--- config.mk ---
export PLATFORM = sky130hd
export DESIGN_NAME = tdpt_back
export DESIGN_NICKNAME = d
export VERILOG_FILES = /design/src/rtl/tdpt_pkg.sv /design/src/rtl/tdpt_back.sv
export SDC_FILE = /design/constraint.sdc
export NUM_CORES = 1
export LEC_CHECK = 0
export ABC_AREA = 1
export BUFFER_PORTS_ARGS = -buffer_cell sky130_fd_sc_hd__buf_4
export CELL_PAD_IN_SITES_DETAIL_PLACEMENT = 1
export CELL_PAD_IN_SITES_GLOBAL_PLACEMENT = 1
export CORE_ASPECT_RATIO = 1.75
export CORE_MARGIN = 1
export CORE_UTILIZATION = 43
export DETAILED_ROUTE_END_ITERATION = 10
export HOLD_SLACK_MARGIN = 0.03
export PLACE_DENSITY_LB_ADDON = 0.12
export SYNTH_ARGS = -nofsm -noshare
export SYNTH_HDL_FRONTEND = slang
export SYNTH_SLANG_ARGS = --single-unit
--- constraint.sdc ---
create_clock -name clk_i -period 5.3 [get_ports clk_i]
set_input_delay 1.06 -clock clk_i [delete_from_list [all_inputs] [get_ports clk_i]]
set_output_delay 1.06 -clock clk_i [all_outputs]
set_load 0.1 [all_outputs]
--- src/rtl/tdpt_pkg.sv ---
// ----------------------------------------------------------------------------
// tdpt_pkg
// Shared constants and types of the trial division prime test.
// ----------------------------------------------------------------------------
package tdpt_pkg;

  localparam int unsigned VALUE_WIDTH_DEF = 31;
  localparam int unsigned QUEUE_DEPTH     = 2;

  // classification done at the front
  typedef struct packed {
    logic trivial;  // answer known without trial division
    logic flag;     // answer when trivial
  } tdpt_class_t;

endpackage

--- src/rtl/tdpt_back.sv ---
// ----------------------------------------------------------------------------
// tdpt_back
// Trial division engine: bit-serial remainder per divisor, running square
// for the bound, result register on the output side.
// ----------------------------------------------------------------------------
module tdpt_back #(
  parameter int unsigned VALUE_WIDTH = tdpt_pkg::VALUE_WIDTH_DEF
) (
  input  logic                     clk_i,
  input  logic                     rst_ni,
  input  logic                     q_valid_i,
  input  logic [VALUE_WIDTH-1:0]   q_value_i,
  input  tdpt_pkg::tdpt_class_t    q_class_i,
  output logic                     q_pop_o,
  output logic                     out_valid_o,
  input  logic                     out_ready_i,
  output logic [VALUE_WIDTH-1:0]   tested_value_o,
  output logic                     prime_flag_o
);

  localparam int unsigned W  = VALUE_WIDTH;
  localparam int unsigned DW = (W + 1) / 2 + 1;  // divisor, one past sqrt bound
  localparam int unsigned SW = 2 * DW;           // running square of divisor
  localparam int unsigned CW = $clog2(W);

  localparam logic [1:0] S_IDLE  = 2'd0;
  localparam logic [1:0] S_CHECK = 2'd1;
  localparam logic [1:0] S_DIV   = 2'd2;
  localparam logic [1:0] S_DONE  = 2'd3;

  logic [1:0]    state_q, state_d;
  logic          out_valid_q, out_valid_d;
  logic [W-1:0]  n_q, n_d;
  logic [W-1:0]  shift_q, shift_d;
  logic [DW-1:0] div_q, div_d;
  logic [SW-1:0] sq_q, sq_d;
  logic [DW-1:0] rem_q, rem_d;
  logic [CW-1:0] cnt_q, cnt_d;
  logic          flag_q, flag_d;
  logic [W-1:0]  tv_q, tv_d;
  logic          pf_q, pf_d;

  logic [DW:0]   rem_sh;
  logic [DW-1:0] rem_nx;
  logic          emit;

  assign q_pop_o        = (state_q == S_IDLE) && q_valid_i;
  assign emit           = (state_q == S_DONE) && (!out_valid_q || out_ready_i);
  assign out_valid_o    = out_valid_q;
  assign tested_value_o = tv_q;
  assign prime_flag_o   = pf_q;

  // one restoring step: bring in the next dividend bit, subtract if it fits
  always_comb begin
    rem_sh = {rem_q, shift_q[W-1]};
    if (rem_sh >= {1'b0, div_q}) begin
      rem_nx = DW'(rem_sh - {1'b0, div_q});
    end else begin
      rem_nx = rem_sh[DW-1:0];
    end
  end

  always_comb begin
    state_d     = state_q;
    out_valid_d = out_valid_q;
    n_d         = n_q;
    shift_d     = shift_q;
    div_d       = div_q;
    sq_d        = sq_q;
    rem_d       = rem_q;
    cnt_d       = cnt_q;
    flag_d      = flag_q;
    tv_d        = tv_q;
    pf_d        = pf_q;

    if (out_valid_q && out_ready_i) begin
      out_valid_d = 1'b0;
    end

    case (state_q)
      S_IDLE: begin
        if (q_valid_i) begin
          n_d    = q_value_i;
          flag_d = q_class_i.flag;
          div_d  = DW'(2);
          sq_d   = SW'(4);
          state_d = q_class_i.trivial ? S_DONE : S_CHECK;
        end
      end
      S_CHECK: begin
        if (sq_q > SW'(n_q)) begin
          flag_d  = 1'b1;
          state_d = S_DONE;
        end else begin
          shift_d = n_q;
          rem_d   = '0;
          cnt_d   = CW'(W - 1);
          state_d = S_DIV;
        end
      end
      S_DIV: begin
        rem_d   = rem_nx;
        shift_d = {shift_q[W-2:0], 1'b0};
        cnt_d   = cnt_q - CW'(1);
        if (cnt_q == '0) begin
          if (rem_nx == '0) begin
            flag_d  = 1'b0;
            state_d = S_DONE;
          end else begin
            // (d+1)^2 = d^2 + 2d + 1
            sq_d    = sq_q + SW'({div_q, 1'b1});
            div_d   = div_q + DW'(1);
            state_d = S_CHECK;
          end
        end
      end
      S_DONE: begin
        if (emit) begin
          tv_d        = n_q;
          pf_d        = flag_q;
          out_valid_d = 1'b1;
          state_d     = S_IDLE;
        end
      end
      default: begin
        state_d = S_IDLE;
      end
    endcase
  end

  always_ff @(posedge clk_i or negedge rst_ni) begin
    if (!rst_ni) begin
      state_q     <= S_IDLE;
      out_valid_q <= 1'b0;
    end else begin
      state_q     <= state_d;
      out_valid_q <= out_valid_d;
    end
  end

  always_ff @(posedge clk_i) begin
    n_q     <= n_d;
    shift_q <= shift_d;
    div_q   <= div_d;
    sq_q    <= sq_d;
    rem_q   <= rem_d;
    cnt_q   <= cnt_d;
    flag_q  <= flag_d;
    tv_q    <= tv_d;
    pf_q    <= pf_d;
  end

endmodule

==> results of run 1 <==
==> stage by stage <==
| step | cells | instance area, sq um | utilization (%) | worst slack (ns) | hold slack [ns] |
|---|---|---|---|---|---|
| after detailed placement | 1391 | 10500 | 47.8 | 1.65 | 0.415 |
| after global routing | 1421 | 11100 | 50.2 | 1.37 | 0.372 |
| after CTS | 1421 | 11100 | 50.2 | 1.61 | 0.369 |
| final | 1422 | 11100 | 50.2 | 1.62 | 0.393 |
| after floorplan | 1036 | 9660 | - | 1.16 | 0.400 |
| after global placement | 1391 | 10500 | 47.8 | 1.72 | 0.409 |
==> registers in the layout, summed over array words and instances (netlist names), 2 cells and up <==
name and count:
tested_value_o 31, div_q 17, shift_q 31, sq_q 34, cnt_q 5, n_q 31
rem_q 17, state_q 2
==> layout by cell type (no fill, tap or decap), types with 4 or more instances in the layout <==
master / count
a21boi_0: 4
a21oi_1: 82
and3_1: 5
buf_4: 75
clkbuf_16: 17
clkinv_1: 4
edfxtp_1: 168
ha_1: 70
inv_1: 126
inv_2: 5
nand2_1: 239
nand2_2: 6
nand3_1: 47
nand3b_1: 5
nand4_1: 11
nor2_1: 86
nor2_2: 6
nor3_1: 17
nor4_1: 10
o21a_1: 7
o21ai_0: 75
o21bai_1: 6
or2_1: 4
xor2_1: 6
==> worst paths after layout <==
kind / startpoint / to / slack (ns) / depth (start not counted)
max: div_q[11]$_SDFFCE_PN0P_ / sq_q[0]$_SDFFCE_PN0P_ / 1.62 / 20
min: rst_ni / out_valid_o$_DFF_PN0_ / 0.39 / 1
max reg2reg: div_q[11]$_SDFFCE_PN0P_ / sq_q[0]$_SDFFCE_PN0P_ / 1.62 / 20
min reg2reg: flag_q$_DFFE_PP_ / prime_flag_o$_DFFE_PP_ / 0.43 / 0
max in group asynchronous: rst_ni / state_q[1]$_DFFE_PN0P_ / 4.81 / 1
min in group clk_i: flag_q$_DFFE_PP_ / prime_flag_o$_DFFE_PP_ / 0.43 / 0
==> area by class of cell <==
type	instances	area, sq um
well taps	296	370
clock inverters	10	103
clock buffers	20	437
flip-flops and latches	171	5120
multi-input cells	718	4000
inverters	131	492
repair buffers	75	563
diodes	1	2.50
fillers	2613	11000
==> metal layers <==
metal | global-route usage (%) | vias up | part of all wire [%] | wire length [um]
met3 | 4.18 | 41 | 2.4 | 621
met4 | 11.1 | 0 | 3.8 | 980
met1 | 24.4 | 3689 | 37 | 9680
met2 | 46.3 | 112 | 56 | 14600
li1 | - | 3701 | - | -
met5 | 0 | - | 0 | 0
==> logic make-up (layout without fill, tap and decap cells) <==
| group | Yosys count | in the layout | share of synthesized area (%) |
|---|---|---|---|
| AOI/OAI and AO/OA | 186 | 186 | 10.4 |
| xor gates and xnor gates | 8 | 8 | 0.725 |
| adders and majority gates | 73 | 73 | 9.61 |
| buffers and inverters | 147 | 236 | 5.88 |
| DFF | 171 | 171 | 53.0 |
| muxes | 1 | 1 | 0.117 |
| other | 0 | 1 | 0 |
| and+or+nand+nor | 450 | 450 | 20.2 |
==> synthesized netlist by cell type, types with 5 or more instances <==
| cell type | number |
|---|---|
| a21oi_1 | 83 |
| and3_1 | 5 |
| clkbuf_1 | 10 |
| edfxtp_1 | 168 |
| ha_1 | 71 |
| inv_1 | 127 |
| nand2_1 | 239 |
| nand2_2 | 6 |
| nand3_1 | 47 |
| nand3b_1 | 5 |
| nand4_1 | 11 |
| nor2_1 | 86 |
| nor2_2 | 6 |
| nor3_1 | 17 |
| nor4_1 | 10 |
| o21a_1 | 7 |
| o21ai_0 | 76 |
| o21bai_1 | 6 |
| xor2_1 | 6 |
==> flow_summary.toml, run 1 <==
[status]
status = "completed"

[synth]
synth-edff-count = 168
synth_area_sq_mm = 0.00966
yosys_warnings = 0
synth_flop_cell = "edfxtp_1"
syn_inst = 1036
netlist-cell-type-count = 43
synth_area_leaders = "edfxtp_1, nand2_1, ha_1"
ys_async_sr_fraction_pct = 1.75
synth.ff_latch_count = 171
yosysSeqAreaShare_pct = 53.0
syn_area_per_cell_sq_um = 9.32
synth_top_area_share_pct = 52.2
syn_nets = 1146
synth_top_area_cell = "edfxtp_1"

[sta]
tightest_slew_ns = 1.08
hold_violations = 0
drv_slew = 0
period_share_pct = 69.4
period_needed_ns = 3.68
relSlewSlack_pct = 28.0
clock.fmax_mhz = 272
finalSetupViolations = 0
skew_ns = 0.0103
fin_tns_setup_ns = 0
rsz0062_at_grt = "false"

[floorplan]
coreArea_sq_mm = 0.0221
initial_core_util_pct = 43.8
die_y_um = 200
die_x_um = 115
io_pins = 71
rows = 72
design.die.area_sq_mm = 0.0231

[worst_setup_path]
path_class = "flip-flop to flip-flop"
cp-end-kind = "flip-flop"
cp_slowest_cell = "buf_4"
worst-path-buf-inv = 4
worst_setup_path_start_kind = "flip-flop"
crit_path_cell_trace = "inv_1 > ha_1 > nand2_1 > nand2_1 > nand2_1 > nand2_1 > nand2_1 > nand2_2 > nor2_4 > nand2_4 > inv_2 > nand2_1 > nand2_1 > nor2_1 > nand2_1 > nor2_2 > nand3_1 > nand2_1 > inv_2 > buf_4"
cp_data_arrival_time_ns = 3.76
required_ns = 5.38
cp_max_fo = 51
path_common_cell = "nand2_1"
crit_family = "simple AND/OR/NAND/NOR gates"
slowest_delay_ns = 0.55

[routing]
detail-route-antenna-nets = 0
firstDrtPassIters = 6
wirelength_um = 25900
drc = 0
post_drt_via_cell_ratio = 5.30
route.detailed.wl_per_inst_um = 18.2
via_count = 7543
drt-initial-drc-count = 274

[cts]
postCtsSetupRepairBufs = 0
clk_latency_ns = 0.45
cts_inserted_buffers = 17
clk_pin_slew_worst_paths_ns = 0.07
h-tree-depth = 4
cts-root-buf = "clkbuf_16"
cts_max_path_buffers = 2
cts_resized = 0
cts_tree = "yes"
postCtsHoldBufs = 0
cts_num_sinks = 171

[min_path]
hold_class = "input pin to async pin"

[global_routing]
antenna_found_initial = 1
grt.total_usage_pct = 24.1
grt_max_degree = 84
grt_pass1_vias = 8248
overflow = 0
grt_first_pass_wirelength_um = 41700

[placement]
io_buffers = 70
gp_congestion = 0.898
dpl.hpwl_um = 20000

[finish]
drive_above_1_share_pct = 11.6
area_delta_synth_final_pct = 14.7
nets = 1224

[job]
maxCapViolCount = 0
Power of run 1 is left out: the tool's default activity adds up to more than one toggle a clock period on the data nets, which glitch-free logic cannot reach.
==> inputs of run 2 (changes only) <==
==> constraint.sdc (replaced) <==
create_clock -name clk_i -period 3.3 [get_ports clk_i]
set_input_delay 0.66 -clock clk_i [delete_from_list [all_inputs] [get_ports clk_i]]
set_output_delay 0.66 -clock clk_i [all_outputs]
set_load 0.1 [all_outputs]
==> run 2 against run 1 <==
  * Fmax rose by 16%
  * Core utilization is 3.9 points higher
  * Global-route usage grew 0.32 points
  * Clock-buffer cell count is 2 lower
  * Worst hold slack got worse by 0.011 ns
  * Register-to-register slack worse by 1.5 ns
  * Wire length grew 4.4%
  * Via count grew 4.3%
  * Largest cell class unchanged
  * Design area up 7.9%
  * Worst setup slack got worse by 1.5 ns
  * Cell count increased by 4.6%
==> flow_summary.toml, run 2 (synthesis gave the netlist of run 1 again) <==
[floorplan]
rows = 72
die_y_um = 200
design.die.area_sq_mm = 0.0231
die_x_um = 115
io_pins = 71
initial_core_util_pct = 43.8
coreArea_sq_mm = 0.0221

[routing]
post_drt_via_cell_ratio = 5.29
route.detailed.wl_per_inst_um = 18.2
drt-initial-drc-count = 284
wirelength_um = 27100
firstDrtPassIters = 4
drc = 0
detail-route-antenna-nets = 0
via_count = 7871

[cts]
cts_inserted_buffers = 17
cts-root-buf = "clkbuf_16"
clk_latency_ns = 0.45
h-tree-depth = 4
clk_pin_slew_worst_paths_ns = 0.07
cts_tree = "yes"
cts_max_path_buffers = 2
cts_num_sinks = 171

[placement]
placed_cell_area_sq_mm = 0.0110
io_buffers = 70
gp_congestion = 0.899
dpl.hpwl_um = 20600
place_ws_ns = -0.0398

[global_routing]
overflow = 0
grt_first_pass_wirelength_um = 42400
grt_pass1_vias = 8462
grt.total_usage_pct = 24.4
antenna_found_initial = 0
grt_max_degree = 60

[sta]
finalSetupViolations = 0
tightest_slew_ns = 0.533
drv_slew = 0
skew_ns = 0.00761
period_share_pct = 95.9
relSlewSlack_pct = 64.5
clock.fmax_mhz = 316
period_needed_ns = 3.16
rsz0062_at_grt = "false"
hold_violations = 0
layout_setup_ws_ns = 0.136

[job]
maxCapViolCount = 0

[finish]
largest_register = "sq_q"
num_antenna_cells = 0
largest_register_ffs = 34
area_delta_synth_final_pct = 23.8
n_fill_cell = 2538
drive_above_1_share_pct = 20.2
final_common_cell = "nand2_1"
nets = 1289
design_area_sq_mm = 0.0120
layout_common_cells = "nand2_1, edfxtp_1, buf_4, inv_1"

[worst_setup_path]
cp_slowest_cell = "fa_2"
required_ns = 3.51
crit_family = "simple AND/OR/NAND/NOR gates"
cp_max_fo = 11
worst_setup_path_start_kind = "flip-flop"
crit_path_cell_trace = "inv_1 > ha_1 > inv_2 > fa_2 > nand3_2 > nand3_2 > nand2_4 > buf_6 > nand3_1 > nand2_1 > nand2_1 > nor2_2 > nand2_2 > nor2_4 > nand3_2 > nand2_2 > clkinvlp_4 > buf_12 > clkbuf_16"
path_common_cell = "nand3_2"
cp-end-kind = "flip-flop"
slowest_delay_ns = 0.42
worst-path-buf-inv = 6
path_class = "flip-flop to flip-flop"
cp_data_arrival_time_ns = 3.37

[min_path]
hold_class = "input pin to flip-flop"

[status]
status = "completed"
run 2: per-layer routing:
metal / GRT usage [%] / vias up / part of all wire [%] / routed length, um
met3: 3.63 / 67 / 2.3 / 628
met2: 47.1 / 121 / 56 / 15200
met1: 24.4 / 3839 / 37 / 9990
li1: - / 3844 / - / -
met5: 0 / - / 0 / 0
met4: 12.6 / 0 / 4.5 / 1210
run 2: through the flow:
stage | utilization (%) | cells | hold WS [ns] | setup TNS [ns]
2_1_floorplan | - | 1036 | 0.364 | 0
3_3_place_gp | 49.7 | 1440 | 0.404 | -0.192
3_5_place_dp | 49.7 | 1440 | 0.430 | -1.53
4_1_cts | 52.6 | 1473 | 0.361 | 0
5_1_grt | 54.2 | 1488 | 0.365 | 0
6_report | 54.2 | 1488 | 0.382 | 0
run 2: path summary, 6_finish.rpt:
check | start | endpoint | slack, ns | cells past startpoint
max in group asynchronous | rst_ni | state_q[0]$_DFFE_PN0P_ | 2.66 | 2
min | q_value_i[4] | n_q[4]$_DFFE_PP_ | 0.38 | 1
min in group asynchronous | rst_ni | state_q[1]$_DFFE_PN0P_ | 0.54 | 2
min reg2reg | flag_q$_DFFE_PP_ | prime_flag_o$_DFFE_PP_ | 0.45 | 0
max | shift_q[30]$_DFFE_PP_ | div_q[15]$_SDFFCE_PN0P_ | 0.14 | 19
max reg2reg | shift_q[30]$_DFFE_PP_ | div_q[15]$_SDFFCE_PN0P_ | 0.14 | 19
run 2: layout make-up:
cell class              instances  area (sq um)  share of cell area (%)
well taps                     296           370                    3.10
flip-flops and latches        171          5120                    42.8
multi-input cells             718          4200                    35.1
repair buffers                140          1150                    9.62
clock buffers                  18           429                    3.59
clock inverters                14           191                    1.60
inverters                     131           495                    4.14
run 2: what timing repair did:
item,in CTS,in global routing
setup endpoints to repair,51,51
hold buffers,1,0
pin swaps,0,11
cloned,0,3
setup buffers,0,12
hold endpoints to repair,3,0
resized for setup,1,43
run 2: worst reg2reg max path, stage by stage, from the launching register on:
cell and delay (ns):
edfxtp_1 0.37, inv_1 0.09, ha_1 0.17, inv_2 0.06, fa_2 0.42, nand3_2 0.12
nand3_2 0.11, nand2_4 0.12, buf_6 0.14, nand3_1 0.10, nand2_1 0.11, nand2_1 0.09
nor2_2 0.13, nand2_2 0.12, nor2_4 0.15, nand3_2 0.10, nand2_2 0.12, clkinvlp_4 0.10
buf_12 0.15, clkbuf_16 0.18
Power of run 2 is left out for the same reason.
==> inputs of run 3 (changes only) <==
--- a/config.mk
+++ b/config.mk
@@ -15,6 +15,7 @@
 export DETAILED_ROUTE_END_ITERATION = 10
 export HOLD_SLACK_MARGIN = 0.03
 export PLACE_DENSITY_LB_ADDON = 0.12
+export RECOVER_POWER = 100
 export SYNTH_ARGS = -nofsm -noshare
 export SYNTH_HDL_FRONTEND = slang
 export SYNTH_SLANG_ARGS = --single-unit
==> run 3 against run 2 <==
  * The flow now finishes with violations (capacitance limit, slew limit)
  * Fmax is 1.1% higher
  * Highest routed layer unchanged
  * Core utilization down 1.1 points
  * First-iteration DRC count fell by 10%
  * Design area decreased by 2.1%
  * Critical path depth did not move
  * Cell count unchanged
  * Critical endpoint is now sq_q[3]$_SDFFCE_PN0P_
==> flow_summary.toml, run 3 (synthesis gave the netlist of run 1 again) <==
[status]
status = "finished, violations left"
failed_checks = "capacitance limit, slew limit"

[routing]
detail-route-antenna-nets = 0
drt-initial-drc-count = 255
firstDrtPassIters = 4
via_count = 7859
post_drt_via_cell_ratio = 5.28
drc = 0
wirelength_um = 27100
route.detailed.wl_per_inst_um = 18.2

[floorplan]
design.die.area_sq_mm = 0.0231
initial_core_util_pct = 43.8
die_y_um = 200
die_x_um = 115
io_pins = 71
rows = 72
coreArea_sq_mm = 0.0221

[placement]
place_ws_ns = -0.0398
dpl.hpwl_um = 20600
io_buffers = 70
gp_congestion = 0.899
placed_cell_area_sq_mm = 0.0110

[sta]
finalSetupViolations = 0
relSlewSlack_pct = -27.1
period_needed_ns = 3.13
clock.fmax_mhz = 319
rsz0062_at_grt = "false"
whs_ns = 0.403
period_share_pct = 94.9
layout_setup_ws_ns = 0.169
drv_slew = 33
tightest_slew_ns = 1.91
skew_ns = 0.00762
hold_violations = 0
fin_tns_setup_ns = 0

[global_routing]
grt_first_pass_wirelength_um = 42400
overflow = 0
antenna_found_initial = 0
grt_max_degree = 60
grt_pass1_vias = 8462
grt.total_usage_pct = 24.4

[finish]
largest_register_ffs = 34
final_common_cell = "nand2_1"
layout_common_cells = "nand2_1, edfxtp_1, inv_1, nor2_1, a21oi_1"
area_delta_synth_final_pct = 21.2
n_fill_cell = 2578
largest_register = "sq_q"
register_area_sq_mm = 0.00512
num_antenna_cells = 0
drive_above_1_share_pct = 16.6
nets = 1289
design_area_sq_mm = 0.0117
multi_input_area_sq_mm = 0.00418

[worst_setup_path]
cp_data_arrival_time_ns = 3.34
worst_setup_path_start_kind = "flip-flop"
cp_max_fo = 14
required_ns = 3.50
path_class = "flip-flop to flip-flop"
cp-end-kind = "flip-flop"

[cts]
h-tree-depth = 4
cts-root-buf = "clkbuf_16"
cts_num_sinks = 171
cts_inserted_buffers = 17
cts_tree = "yes"
clk_latency_ns = 0.45
cts_max_path_buffers = 2
clk_pin_slew_worst_paths_ns = 0.07

[job]
maxCapViolCount = 1

[min_path]
hold_class = "input pin to flip-flop"
-- run 3: changes by cell type in the layout (fill, tap and decap cells not counted), moves of 2 or more --
cell       delta
clkbuf_2      +4
clkbuf_16     -2
clkbuf_4     +32
buf_6         +3
clkbuf_1     +39
buf_12        -4
buf_4        -73
-- run 3: layer usage --
layer / vias up / routed length (um) / track usage (%)
li1: 3842 / - / -
met1: 3813 / 9950 / 24.4
met2: 130 / 15000 / 47.1
met3: 74 / 685 / 3.63
met4: 0 / 1470 / 12.6
met5: - / 0 / 0
-- run 3: path summary, 6_finish.rpt --
kind | from | to | slack (ns) | depth (start not counted)
setup reg to reg | shift_q[30]$_DFFE_PP_ | sq_q[3]$_SDFFCE_PN0P_ | 0.17 | 19
hold reg to reg | flag_q$_DFFE_PP_ | prime_flag_o$_DFFE_PP_ | 0.45 | 0
hold / removal | q_value_i[2] | n_q[2]$_DFFE_PP_ | 0.40 | 1
max in group asynchronous | rst_ni | state_q[0]$_DFFE_PN0P_ | 2.56 | 2
min in group asynchronous | rst_ni | state_q[1]$_DFFE_PN0P_ | 0.56 | 2
setup / recovery | shift_q[30]$_DFFE_PP_ | sq_q[3]$_SDFFCE_PN0P_ | 0.17 | 19
-- run 3: worst max-delay path: stages (launching register included) --
cell and delay, ns:
edfxtp_1 0.37, inv_1 0.09, ha_1 0.17, inv_2 0.06, fa_2 0.42, nand3_2 0.12, nand3_2 0.11, nand2_4 0.12
buf_6 0.14, nand3_1 0.09, nand2_1 0.11, nand2_1 0.08, nor2_2 0.12, nand2_2 0.12, nor2_4 0.15, nand3_2 0.10
nand2_2 0.12, clkinvlp_4 0.08, buf_6 0.14, buf_6 0.17
-- run 3: final cells by class --
cell class	count	share of cell area, %
flip-flops and latches	171	43.7
multi-input cells	718	35.7
repair buffers	140	7.84
inverters	131	4.23
clock buffers	18	3.67
well taps	296	3.16
clock inverters	14	1.64
-- run 3: repair_timing --
| item | CTS | global route |
|---|---|---|
| endpoints found under the setup margin | 51 | 51 |
| gates cloned | 0 | 3 |
| hold endpoints to repair | 3 | 0 |
| hold buffers | 1 | 0 |
| buffers inserted | 0 | 12 |
| pin swaps | 0 | 11 |
| gates resized for setup | 1 | 43 |
-- run 3: stage by stage --
| stage | util [%] | std cells |
|---|---|---|
| 6_report | 53.0 | 1488 |
| 5_1_grt | 53.0 | 1488 |
| 4_1_cts | 52.6 | 1473 |
| 3_5_place_dp | 49.7 | 1440 |
| 3_3_place_gp | 49.7 | 1440 |
| 2_1_floorplan | - | 1036 |
Power of run 3 is left out for the same reason.
